`src/rtl/postfix_stack_evaluator_top_defines.svh`:
```
// assertion macros shared by the postfix evaluator rtl
`ifndef POSTFIX_STACK_EVALUATOR_TOP_DEFINES_SVH
`define POSTFIX_STACK_EVALUATOR_TOP_DEFINES_SVH

// same-cycle implication, checked outside reset
`define PSE_ASSERT_NOW(lbl, ante, cons, msg) \
    lbl: assert property (@(posedge i_clk) disable iff (!i_rst_n) (ante) |-> (cons)) else $error(msg);

// next-cycle implication, checked outside reset
`define PSE_ASSERT_NEXT(lbl, ante, cons, msg) \
    lbl: assert property (@(posedge i_clk) disable iff (!i_rst_n) (ante) |=> (cons)) else $error(msg);

`endif

```
`src/rtl/pse_pkg.sv`:
```
// shared types, character codes and command/status structs of the postfix evaluator
package pse_pkg;

    localparam int DATA_W     = 32;
    localparam int SYM_W      = 8;
    localparam int OUT_DATA_W = 40;
    localparam int OUT_PAD_W  = 6;

    // ascii codes
    localparam logic [SYM_W-1:0] CH_0     = 8'h30;
    localparam logic [SYM_W-1:0] CH_9     = 8'h39;
    localparam logic [SYM_W-1:0] CH_PLUS  = 8'h2B;
    localparam logic [SYM_W-1:0] CH_MINUS = 8'h2D;
    localparam logic [SYM_W-1:0] CH_STAR  = 8'h2A;
    localparam logic [SYM_W-1:0] CH_SLASH = 8'h2F;

    typedef enum logic [1:0] {
        ST_OK        = 2'd0,
        ST_UNDERFLOW = 2'd1,
        ST_OVERFLOW  = 2'd2,
        ST_DIVZERO   = 2'd3
    } t_status;

    typedef enum logic [1:0] {
        CL_OTHER,
        CL_DIGIT,
        CL_OPER
    } t_sym_class;

    typedef enum logic [1:0] {
        OP_ADD,
        OP_SUB,
        OP_MUL,
        OP_DIV
    } t_op;

    typedef enum logic {
        RD_TOP,
        RD_SECOND
    } t_rd_sel;

    typedef enum logic {
        RES_ALU,
        RES_DIV
    } t_res_sel;

    // controller to datapath
    typedef struct packed {
        logic     latch_in;
        logic     push;
        logic     rd_en;
        t_rd_sel  rd_sel;
        logic     latch_rhs;
        logic     latch_lhs;
        logic     div_start;
        logic     load_result;
        t_res_sel result_sel;
        logic     write_result;
        logic     flag_en;
        t_status  flag_code;
        logic     load_out;
    } t_cmd;

    // datapath to controller
    typedef struct packed {
        t_sym_class sym_class;
        logic       is_div;
        logic       last;
        logic       count_lt2;
        logic       count_full;
        logic       rhs_zero;
        logic       div_done;
        logic       out_busy;
    } t_sts;

    function automatic t_sym_class classify_sym(input logic [SYM_W-1:0] sym);
        t_sym_class cls;
        cls = CL_OTHER;
        if (sym >= CH_0 && sym <= CH_9) begin
            cls = CL_DIGIT;
        end else if (sym == CH_PLUS || sym == CH_MINUS || sym == CH_STAR
                     || sym == CH_SLASH) begin
            cls = CL_OPER;
        end
        return cls;
    endfunction

    function automatic t_op decode_op(input logic [SYM_W-1:0] sym);
        t_op op;
        case (sym)
            CH_PLUS:  op = OP_ADD;
            CH_MINUS: op = OP_SUB;
            CH_STAR:  op = OP_MUL;
            default:  op = OP_DIV;
        endcase
        return op;
    endfunction

endpackage

```
`src/rtl/pse_div.sv`:
```
// radix-2 restoring divider, signed 32-bit with truncation toward zero
module pse_div (
    input  logic                      i_clk,
    input  logic                      i_rst_n,
    input  logic                      i_start,
    input  logic [pse_pkg::DATA_W-1:0] i_dividend,
    input  logic [pse_pkg::DATA_W-1:0] i_divisor,
    output logic                      o_done,
    output logic [pse_pkg::DATA_W-1:0] o_quotient
);
    import pse_pkg::*;

    localparam int CNT_W = $clog2(DATA_W);

    logic              r_busy;
    logic              r_done;
    logic [CNT_W-1:0]  r_cnt;
    logic [DATA_W-1:0] r_rem;
    logic [DATA_W-1:0] r_quo;
    logic [DATA_W-1:0] r_den;
    logic              r_neg;
    logic [DATA_W:0]   w_shift;
    logic [DATA_W:0]   w_trial;

    function automatic logic [DATA_W-1:0] magnitude(input logic [DATA_W-1:0] v);
        return v[DATA_W-1] ? (~v + DATA_W'(1)) : v;
    endfunction

    // one quotient bit per cycle
    assign w_shift = {r_rem, r_quo[DATA_W-1]};
    assign w_trial = w_shift - {1'b0, r_den};

    always_ff @(posedge i_clk) begin
        if (!i_rst_n) begin
            r_busy <= 1'b0;
            r_done <= 1'b0;
            r_cnt  <= '0;
        end else begin
            r_done <= 1'b0;
            if (i_start) begin
                r_busy <= 1'b1;
                r_cnt  <= CNT_W'(DATA_W - 1);
            end else if (r_busy) begin
                r_cnt <= r_cnt - CNT_W'(1);
                if (r_cnt == '0) begin
                    r_busy <= 1'b0;
                    r_done <= 1'b1;
                end
            end
        end
    end

    // operand and partial remainder registers
    always_ff @(posedge i_clk) begin
        if (i_start) begin
            r_rem <= '0;
            r_quo <= magnitude(i_dividend);
            r_den <= magnitude(i_divisor);
            r_neg <= i_dividend[DATA_W-1] ^ i_divisor[DATA_W-1];
        end else if (r_busy) begin
            if (!w_trial[DATA_W]) begin
                r_rem <= w_trial[DATA_W-1:0];
                r_quo <= {r_quo[DATA_W-2:0], 1'b1};
            end else begin
                r_rem <= w_shift[DATA_W-1:0];
                r_quo <= {r_quo[DATA_W-2:0], 1'b0};
            end
        end
    end

    assign o_done     = r_done;
    assign o_quotient = r_neg ? (~r_quo + DATA_W'(1)) : r_quo;

endmodule

```
`src/rtl/pse_dp.sv`:
```
// datapath: operand stack memory, operand and result registers, alu, divider, output beat
module pse_dp #(
    parameter int STACK_DEPTH = 64
) (
    input  logic                          i_clk,
    input  logic                          i_rst_n,
    input  logic [pse_pkg::SYM_W-1:0]     i_symbol,
    input  logic                          i_last,
    input  pse_pkg::t_cmd                 i_cmd,
    output pse_pkg::t_sts                 o_sts,
    input  logic                          i_out_ready,
    output logic                          o_out_valid,
    output logic [pse_pkg::OUT_DATA_W-1:0] o_out_data
);
    import pse_pkg::*;

    localparam int AW = $clog2(STACK_DEPTH);
    localparam int CW = $clog2(STACK_DEPTH + 1);

    logic [DATA_W-1:0] mem [STACK_DEPTH];

    logic [SYM_W-1:0]  r_sym;
    logic              r_last;
    logic [CW-1:0]     r_count;
    t_status           r_err;
    logic [DATA_W-1:0] r_rdata;
    logic [DATA_W-1:0] r_lhs;
    logic [DATA_W-1:0] r_rhs;
    logic [DATA_W-1:0] r_result;
    logic              r_out_valid;
    logic [DATA_W-1:0] r_out_value;
    t_status           r_out_status;

    logic [CW-1:0]     w_cnt_m1;
    logic [CW-1:0]     w_cnt_m2;
    logic [AW-1:0]     w_rd_addr;
    logic [AW-1:0]     w_wr_addr;
    logic [DATA_W-1:0] w_wr_data;
    logic              w_wr_en;
    logic [DATA_W-1:0] w_alu;
    logic              w_div_done;
    logic [DATA_W-1:0] w_div_q;
    t_op               w_op;

    assign w_cnt_m1 = r_count - CW'(1);
    assign w_cnt_m2 = r_count - CW'(2);
    assign w_op     = decode_op(r_sym);

    // stack memory ports
    assign w_rd_addr = (i_cmd.rd_sel == RD_SECOND) ? w_cnt_m2[AW-1:0] : w_cnt_m1[AW-1:0];
    assign w_wr_en   = i_cmd.push | i_cmd.write_result;
    assign w_wr_addr = i_cmd.push ? r_count[AW-1:0] : w_cnt_m2[AW-1:0];
    assign w_wr_data = i_cmd.push ? DATA_W'(r_sym - CH_0) : r_result;

    always_ff @(posedge i_clk) begin
        if (w_wr_en) begin
            mem[w_wr_addr] <= w_wr_data;
        end
        if (i_cmd.rd_en) begin
            r_rdata <= mem[w_rd_addr];
        end
    end

    // alu for add, subtract and multiply; zero stands for a division by zero
    always_comb begin
        case (w_op)
            OP_ADD:  w_alu = r_lhs + r_rhs;
            OP_SUB:  w_alu = r_lhs - r_rhs;
            OP_MUL:  w_alu = r_lhs * r_rhs;
            default: w_alu = '0;
        endcase
    end

    pse_div u_div (
        .i_clk      (i_clk),
        .i_rst_n    (i_rst_n),
        .i_start    (i_cmd.div_start),
        .i_dividend (r_lhs),
        .i_divisor  (r_rhs),
        .o_done     (w_div_done),
        .o_quotient (w_div_q)
    );

    // payload registers
    always_ff @(posedge i_clk) begin
        if (i_cmd.latch_in) begin
            r_sym  <= i_symbol;
            r_last <= i_last;
        end
        if (i_cmd.latch_rhs) begin
            r_rhs <= r_rdata;
        end
        if (i_cmd.latch_lhs) begin
            r_lhs <= r_rdata;
        end
        if (i_cmd.load_result) begin
            r_result <= (i_cmd.result_sel == RES_DIV) ? w_div_q : w_alu;
        end
        if (i_cmd.load_out) begin
            r_out_value  <= (r_count == '0) ? '0 : r_rdata;
            r_out_status <= r_err;
        end
    end

    // stack count, sticky error and output beat valid
    always_ff @(posedge i_clk) begin
        if (!i_rst_n) begin
            r_count     <= '0;
            r_err       <= ST_OK;
            r_out_valid <= 1'b0;
        end else begin
            if (i_cmd.load_out) begin
                r_count <= '0;
            end else if (i_cmd.push) begin
                r_count <= r_count + CW'(1);
            end else if (i_cmd.write_result) begin
                r_count <= w_cnt_m1;
            end

            if (i_cmd.load_out) begin
                r_err <= ST_OK;
            end else if (i_cmd.flag_en && r_err == ST_OK) begin
                r_err <= i_cmd.flag_code;
            end

            if (i_cmd.load_out) begin
                r_out_valid <= 1'b1;
            end else if (i_out_ready) begin
                r_out_valid <= 1'b0;
            end
        end
    end

    // status toward the controller
    always_comb begin
        o_sts.sym_class  = classify_sym(r_sym);
        o_sts.is_div     = (w_op == OP_DIV);
        o_sts.last       = r_last;
        o_sts.count_lt2  = (r_count < CW'(2));
        o_sts.count_full = (r_count == CW'(STACK_DEPTH));
        o_sts.rhs_zero   = (r_rhs == '0);
        o_sts.div_done   = w_div_done;
        o_sts.out_busy   = r_out_valid & ~i_out_ready;
    end

    assign o_out_valid = r_out_valid;
    assign o_out_data  = {{OUT_PAD_W{1'b0}}, r_out_status, r_out_value};

endmodule

```
`src/rtl/pse_ctrl.sv`:
```
// controller: sequences each character through dispatch and, for operators, read, execute and write steps
module pse_ctrl (
    input  logic           i_clk,
    input  logic           i_rst_n,
    input  logic           i_in_valid,
    output logic           o_in_ready,
    input  pse_pkg::t_sts  i_sts,
    output pse_pkg::t_cmd  o_cmd
);
    import pse_pkg::*;

    typedef enum logic [2:0] {
        S_IDLE,
        S_DISPATCH,
        S_RD_LHS,
        S_LATCH_LHS,
        S_EXEC,
        S_DIV,
        S_WRITE,
        S_FINISH
    } t_state;

    t_state r_state;
    t_state n_state;
    logic   r_ready;
    logic   w_end_last;
    // first cycle of finish: top-of-stack read for the result beat
    // (the memory write of the last step has landed by then)
    logic   r_fin_rd;

    // next state and commands
    always_comb begin
        n_state    = r_state;
        o_cmd      = '0;
        w_end_last = 1'b0;
        case (r_state)
            S_IDLE: begin
                if (i_in_valid && r_ready) begin
                    o_cmd.latch_in = 1'b1;
                    n_state        = S_DISPATCH;
                end
            end
            S_DISPATCH: begin
                case (i_sts.sym_class)
                    CL_DIGIT: begin
                        if (i_sts.count_full) begin
                            o_cmd.flag_en   = 1'b1;
                            o_cmd.flag_code = ST_OVERFLOW;
                        end else begin
                            o_cmd.push = 1'b1;
                        end
                        w_end_last = 1'b1;
                    end
                    CL_OPER: begin
                        if (i_sts.count_lt2) begin
                            o_cmd.flag_en   = 1'b1;
                            o_cmd.flag_code = ST_UNDERFLOW;
                            w_end_last      = 1'b1;
                        end else begin
                            o_cmd.rd_en  = 1'b1;
                            o_cmd.rd_sel = RD_TOP;
                            n_state      = S_RD_LHS;
                        end
                    end
                    default: begin
                        w_end_last = 1'b1;
                    end
                endcase
            end
            S_RD_LHS: begin
                o_cmd.latch_rhs = 1'b1;
                o_cmd.rd_en     = 1'b1;
                o_cmd.rd_sel    = RD_SECOND;
                n_state         = S_LATCH_LHS;
            end
            S_LATCH_LHS: begin
                o_cmd.latch_lhs = 1'b1;
                n_state         = S_EXEC;
            end
            S_EXEC: begin
                if (i_sts.is_div && !i_sts.rhs_zero) begin
                    o_cmd.div_start = 1'b1;
                    n_state         = S_DIV;
                end else begin
                    o_cmd.load_result = 1'b1;
                    o_cmd.result_sel  = RES_ALU;
                    if (i_sts.is_div) begin
                        o_cmd.flag_en   = 1'b1;
                        o_cmd.flag_code = ST_DIVZERO;
                    end
                    n_state = S_WRITE;
                end
            end
            S_DIV: begin
                if (i_sts.div_done) begin
                    o_cmd.load_result = 1'b1;
                    o_cmd.result_sel  = RES_DIV;
                    n_state           = S_WRITE;
                end
            end
            S_WRITE: begin
                o_cmd.write_result = 1'b1;
                w_end_last         = 1'b1;
            end
            S_FINISH: begin
                if (r_fin_rd) begin
                    o_cmd.rd_en  = 1'b1;
                    o_cmd.rd_sel = RD_TOP;
                end else if (!i_sts.out_busy) begin
                    o_cmd.load_out = 1'b1;
                    n_state        = S_IDLE;
                end
            end
            default: begin
                n_state = S_IDLE;
            end
        endcase

        // close of a character: finish the expression on its last beat
        if (w_end_last) begin
            if (i_sts.last) begin
                n_state = S_FINISH;
            end else begin
                n_state = S_IDLE;
            end
        end
    end

    // state and registered ready
    always_ff @(posedge i_clk) begin
        if (!i_rst_n) begin
            r_state  <= S_IDLE;
            r_ready  <= 1'b0;
            r_fin_rd <= 1'b0;
        end else begin
            r_state  <= n_state;
            r_ready  <= (n_state == S_IDLE);
            r_fin_rd <= (n_state == S_FINISH) && (r_state != S_FINISH);
        end
    end

    assign o_in_ready = r_ready;

endmodule

```
`src/rtl/postfix_stack_evaluator_top.sv`:
```
// postfix evaluator: evaluates single-digit postfix expressions arriving one character per beat
// The block takes one ASCII character per input beat (tdata = symbol, tlast = end of
// expression). Digits push their value, + - * / pop two values and push the wrapped 32-bit
// result of second-popped op first-popped, with division truncating toward zero and a
// division by zero giving 0. On the beat marked tlast one output beat carries the stack top
// (0 when empty) and the first error of the expression (0 ok, 1 underflow, 2 overflow,
// 3 divide by zero), after which stack and error are cleared. A character is finished before
// the next beat is accepted: digits, ignored characters and operators that underflow end in
// dispatch; add, subtract and multiply read top and second, execute and write back; division
// also runs the 32-step radix-2 divider. A tlast beat adds a registered top-of-stack read of
// the stack memory, plus any wait while an earlier output beat is still held by the sink. Once
// loaded, an output beat waits in its register while the next characters are taken.
module postfix_stack_evaluator_top #(
    parameter int STACK_DEPTH = 64
) (
    input  logic        i_clk,
    input  logic        i_rst_n,
    input  logic        s_axis_tvalid,
    output logic        s_axis_tready,
    input  logic [7:0]  s_axis_tdata,   // [7:0] symbol
    input  logic        s_axis_tlast,   // end_of_expr
    output logic        m_axis_tvalid,
    input  logic        m_axis_tready,
    output logic [39:0] m_axis_tdata    // [31:0] value, [33:32] status, [39:34] zero
);
    import pse_pkg::*;

    `include "postfix_stack_evaluator_top_defines.svh"

    t_cmd w_cmd;
    t_sts w_sts;

    pse_ctrl u_ctrl (
        .i_clk      (i_clk),
        .i_rst_n    (i_rst_n),
        .i_in_valid (s_axis_tvalid),
        .o_in_ready (s_axis_tready),
        .i_sts      (w_sts),
        .o_cmd      (w_cmd)
    );

    pse_dp #(
        .STACK_DEPTH (STACK_DEPTH)
    ) u_dp (
        .i_clk       (i_clk),
        .i_rst_n     (i_rst_n),
        .i_symbol    (s_axis_tdata),
        .i_last      (s_axis_tlast),
        .i_cmd       (w_cmd),
        .o_sts       (w_sts),
        .i_out_ready (m_axis_tready),
        .o_out_valid (m_axis_tvalid),
        .o_out_data  (m_axis_tdata)
    );

    // checks
    `PSE_ASSERT_NEXT(a_one_char_at_a_time, s_axis_tvalid && s_axis_tready, !s_axis_tready, "input taken while a character is in work")
    `PSE_ASSERT_NOW(a_push_only_with_room, w_cmd.push, !w_sts.count_full, "push on a full stack")
    `PSE_ASSERT_NOW(a_div_nonzero, w_cmd.div_start, !w_sts.rhs_zero, "divider started with a zero divisor")
    `PSE_ASSERT_NEXT(a_load_gives_beat, w_cmd.load_out, m_axis_tvalid, "result beat not shown after load")

endmodule
```
`config.mk`:
```
export PLATFORM = sky130hd
export DESIGN_NAME = postfix_stack_evaluator_top
export DESIGN_NICKNAME = d
export VERILOG_FILES = /design/src/rtl/pse_pkg.sv /design/src/rtl/pse_div.sv /design/src/rtl/pse_dp.sv /design/src/rtl/pse_ctrl.sv /design/src/rtl/postfix_stack_evaluator_top.sv
export VERILOG_INCLUDE_DIRS = /design/src /design/src/rtl
export SDC_FILE = /design/constraint.sdc
export NUM_CORES = 2
export LEC_CHECK = 0
export ABC_CLOCK_PERIOD_IN_PS = 7700
export BUFFER_PORTS_ARGS = -buffer_cell sky130_fd_sc_hd__buf_2
export CAP_MARGIN = 10
export CORE_UTILIZATION = 25
export CTS_BUF_LIST = sky130_fd_sc_hd__clkbuf_16
export CTS_CLUSTER_DIAMETER = 150
export CTS_CLUSTER_SIZE = 25
export DETAILED_ROUTE_END_ITERATION = 8
export GPL_TIMING_DRIVEN = 0
export PLACE_DENSITY = 0.44
export SLEW_MARGIN = 10
export SYNTH_ARGS = -nofsm -noshare
export SYNTH_HDL_FRONTEND = slang
export SYNTH_SLANG_ARGS = --single-unit
```
`constraint.sdc`:
```
create_clock -name i_clk -period 7.7 [get_ports i_clk]
set_input_delay 0 -clock i_clk [delete_from_list [all_inputs] [get_ports i_clk]]
set_output_delay 0 -clock i_clk [all_outputs]
set_load 0.1 [all_outputs]
```
==> metrics.cfg <==
[routing]
ant_nets = 0
dr.pass1.iters = 6
wirelength_microns = 366800
vias_per_cell = 4.661
drt_iter0_drc = 5212
route.vias.total = 60990
drcViolationCount = 0
wl_per_cell_microns = 28.04

[final_layout]
stdcell_count = 13080
drive_above_1_share_pct = 17.55
area_growth_pct = 14.17
final_nets = 7744
postLayoutCoreUtil_pct = 28.68

[sta]
max-slew-margin-rel_pct = 1.181
hold_viol = 0
worst_pin_slew_ns = 1.482
setup_viol = 3
drv_slew = 0
rsz0062_at_grt = true
fin_tns_setup_ns = -0.06287
finalWorstSetupSlack_ns = -0.02852
skew_ns = 0.07273
period_minus_slack_ns = 7.729
fin_crit_sh_pct = 100.4
fmax_mhz = 129.4

[min_path]
min_path_type = primary input to flip-flop
hold_depth = 2

[critical_path]
cp.required_ns = 8.20
end_kind = flip-flop
cp_max_fo = 4
setup.worst_path.start_class = flip-flop
criticalPathCategory = flip-flop to flip-flop
reg2regPathDepth = 23
arrival_ns = 8.23

[global_route]
grt_max_degree = 65
grt_pass1_wl_microns = 506600
grt_pass1_vias = 62830
antenna_found_initial = 43
track_usage_pct = 16.15
grt_overflow = 0

[floorplan]
initial_core_util_pct = 25.12
dieArea_sq_um = 446600
die_y_microns = 668.3
die-width_microns = 668.3
num_io_pins = 55
placement_rows = 244
core_area_sq_um = 441800

[cts]
cts_root_buffer = clkbuf_16
clockBufferDepth = 3
clk_latency_ns = 0.82
clock_sinks = 2338
tritoncts = done
htreeDepth = 3
cts_made_buffers = 104
clkSlewWorstSetupHoldPaths_ns = 0.10

[outcome]
status = finished with violations
violations = max-capacitance violations, negative setup slack

[placed_design]
portBuffers = 48
place_inst = 12830
hpwlAfterDp_microns = 268500
gp_congestion = 0.8999
post-place-ws_ns = -2.484

[synthesis]
avgSynthCellArea_sq_um = 16.41
syn_inst = 6764
synthTopCellsByArea = edfxtp_1, mux4_2, fa_1, ha_1, and2_1
synth_area_sq_um = 111000
synth_edf_count = 2284
yosys.area.top_type = edfxtp_1
synth_cell_types = 76
ys.flop_type = edfxtp_1
synth-warning-count = 0
ys_seq_area_share_pct = 62.77
ys_ff_latch = 2338
ys_async_sr_fraction_pct = 0
synth_top_area_share_pct = 61.80

[job]
max-cap-violations = 1

[worst max-delay path, cell delays in order, from the launching register on]
cell	delay (ns)
edfxtp_1	0.57
buf_6	0.20
clkbuf_8	0.14
buf_6	0.13
and2_4	0.15
fa_1	0.48
inv_1	0.06
fa_1	0.54
fa_2	0.49
fa_1	0.52
inv_2	0.04
fa_1	0.49
fa_1	0.58
fa_2	0.49
fa_1	0.60
ha_4	0.22
a21o_1	0.18
a21oi_2	0.16
o21bai_1	0.12
a21o_1	0.26
buf_4	0.17
o41ai_4	0.34
xor2_2	0.32
o221ai_2	0.19
[path summary, 6_finish.rpt]
check	start	endpoint	slack [ns]
setup / recovery	u_dp.r_rhs[2]	u_dp.r_result[29]	-0.03
hold / removal	s_axis_tdata[4]	u_dp.r_sym[4]	0.05
setup reg to reg	u_dp.r_rhs[2]	u_dp.r_result[29]	-0.03
hold reg to reg	u_dp.u_div.r_rem[1]	u_dp.u_div.r_rem[1]	0.49
[flip-flops by register name, indices dropped and copies added, names as in the netlist, 2 cells and up]
register / flops
u_ctrl.r_state: 3
u_dp.r_count: 7
u_dp.mem: 2048
u_dp.u_div.r_quo: 32
u_dp.r_out_status: 2
u_dp.u_div.r_cnt: 5
u_dp.r_result: 32
u_dp.r_rhs: 32
u_dp.r_sym: 8
u_dp.u_div.r_rem: 32
u_dp.u_div.r_den: 32
u_dp.r_err: 2
u_dp.r_lhs: 32
u_dp.r_out_value: 32
u_dp.r_rdata: 32
[cells in the final DEF, fill, tap and decap left out, types with 30 or more instances in the layout]
cell type and instances:
buf_12 66, buf_1 51, xor2_1 119, ha_1 187
and2_1 337, mux2i_1 160, nor2_4 64, clkbuf_16 115
xnor2_1 138, dfxtp_1 54, mux4_2 544, o31ai_1 33
fa_1 393, diode_2 30, clkbuf_2 31, edfxtp_1 2284
nor2_1 82, nor2b_1 147, clkbuf_1 192, o21ai_0 149
or3_1 30, a21oi_1 232, a21o_1 35, buf_16 39
nand3_1 30, a211oi_1 137, buf_4 103, nand2_1 408
buf_2 73, inv_1 454
[synthesized netlist by cell type, types with 4 or more instances]
library cell  instances
buf_4                 7
a21o_1               61
nor3b_1               4
nand2b_1             21
dfxtp_1              54
and2_1              344
a31o_2                4
a31oi_1              15
clkbuf_1            309
buf_1                58
a21boi_0              5
nor3_1               29
xnor2_1             147
nor2b_1             147
o221ai_1              6
a21oi_1             238
mux4_2              544
o21a_1               18
fa_1                410
nor4_1                6
and3_1               12
a211oi_1            139
ha_1                199
o31a_1                5
nand2_1             412
inv_1               440
nand4_1               5
nand3_1              30
o21bai_1              8
o22ai_1              18
a221o_1               5
nor2_1              148
or3_1                30
or4_1                13
mux2i_1             162
edfxtp_1           2284
a22oi_1               8
o41ai_1              15
o31ai_1              35
o21ai_0             160
or2_2                12
buf_2                19
xor2_1              123
[repair_timing]
action	in CTS	in global routing
endpoints found under the hold margin	40	0
resized for setup	262	82
pin swaps	42	61
hold buffers	12	0
setup endpoints to repair	22	13
setup buffers	78	15
[final cells by class]
class                      count  area, sq um
clock inverter                26        161.4
inverter                     443         1665
antenna                       30        75.07
timing repair buffer         269         3603
clock buffer                 107         2678
buffer                       373         2088
multi-input combinational   3593        39380
tap                         5904         7387
sequential                  2338        69670
fill                       44220       315100
[cell families (layout without fill, tap and decap cells)]
| group | count (synthesis) | after routing | share of synthesized area, % |
|---|---|---|---|
| xor+xnor | 270 | 270 | 2.131 |
| simple gates | 1230 | 1230 | 5.680 |
| fa+ha+maj | 609 | 609 | 9.639 |
| mux | 707 | 707 | 12.51 |
| other cells | 1 | 36 | 0.003379 |
| compound gates | 771 | 771 | 4.371 |
| flops | 2338 | 2338 | 62.77 |
| buf+inv | 838 | 1218 | 2.895 |
[routing by layer]
layer	vias to the layer above	track usage [%]	wire length (microns)
li1	25970	-	-
met1	32940	20.81	151700
met2	1672	28.26	185400
met3	393	1.888	17060
met4	8	5.075	12600
met5	-	0	57
[metrics by stage]
| stage | cell area (sq um) | hold WS (ns) |
|---|---|---|
| global placement | 118600 | 0.3296 |
| finish | 126700 | 0.04620 |
| detailed placement | 121800 | 0.3406 |
| floorplan | 111000 | 0.09887 |
| global route | 126700 | 0.01922 |
| CTS | 126200 | 0.02646 |
Power is left out: the tool's default activity adds up to more than one toggle a clock period on the data nets, which glitch-free logic cannot reach.
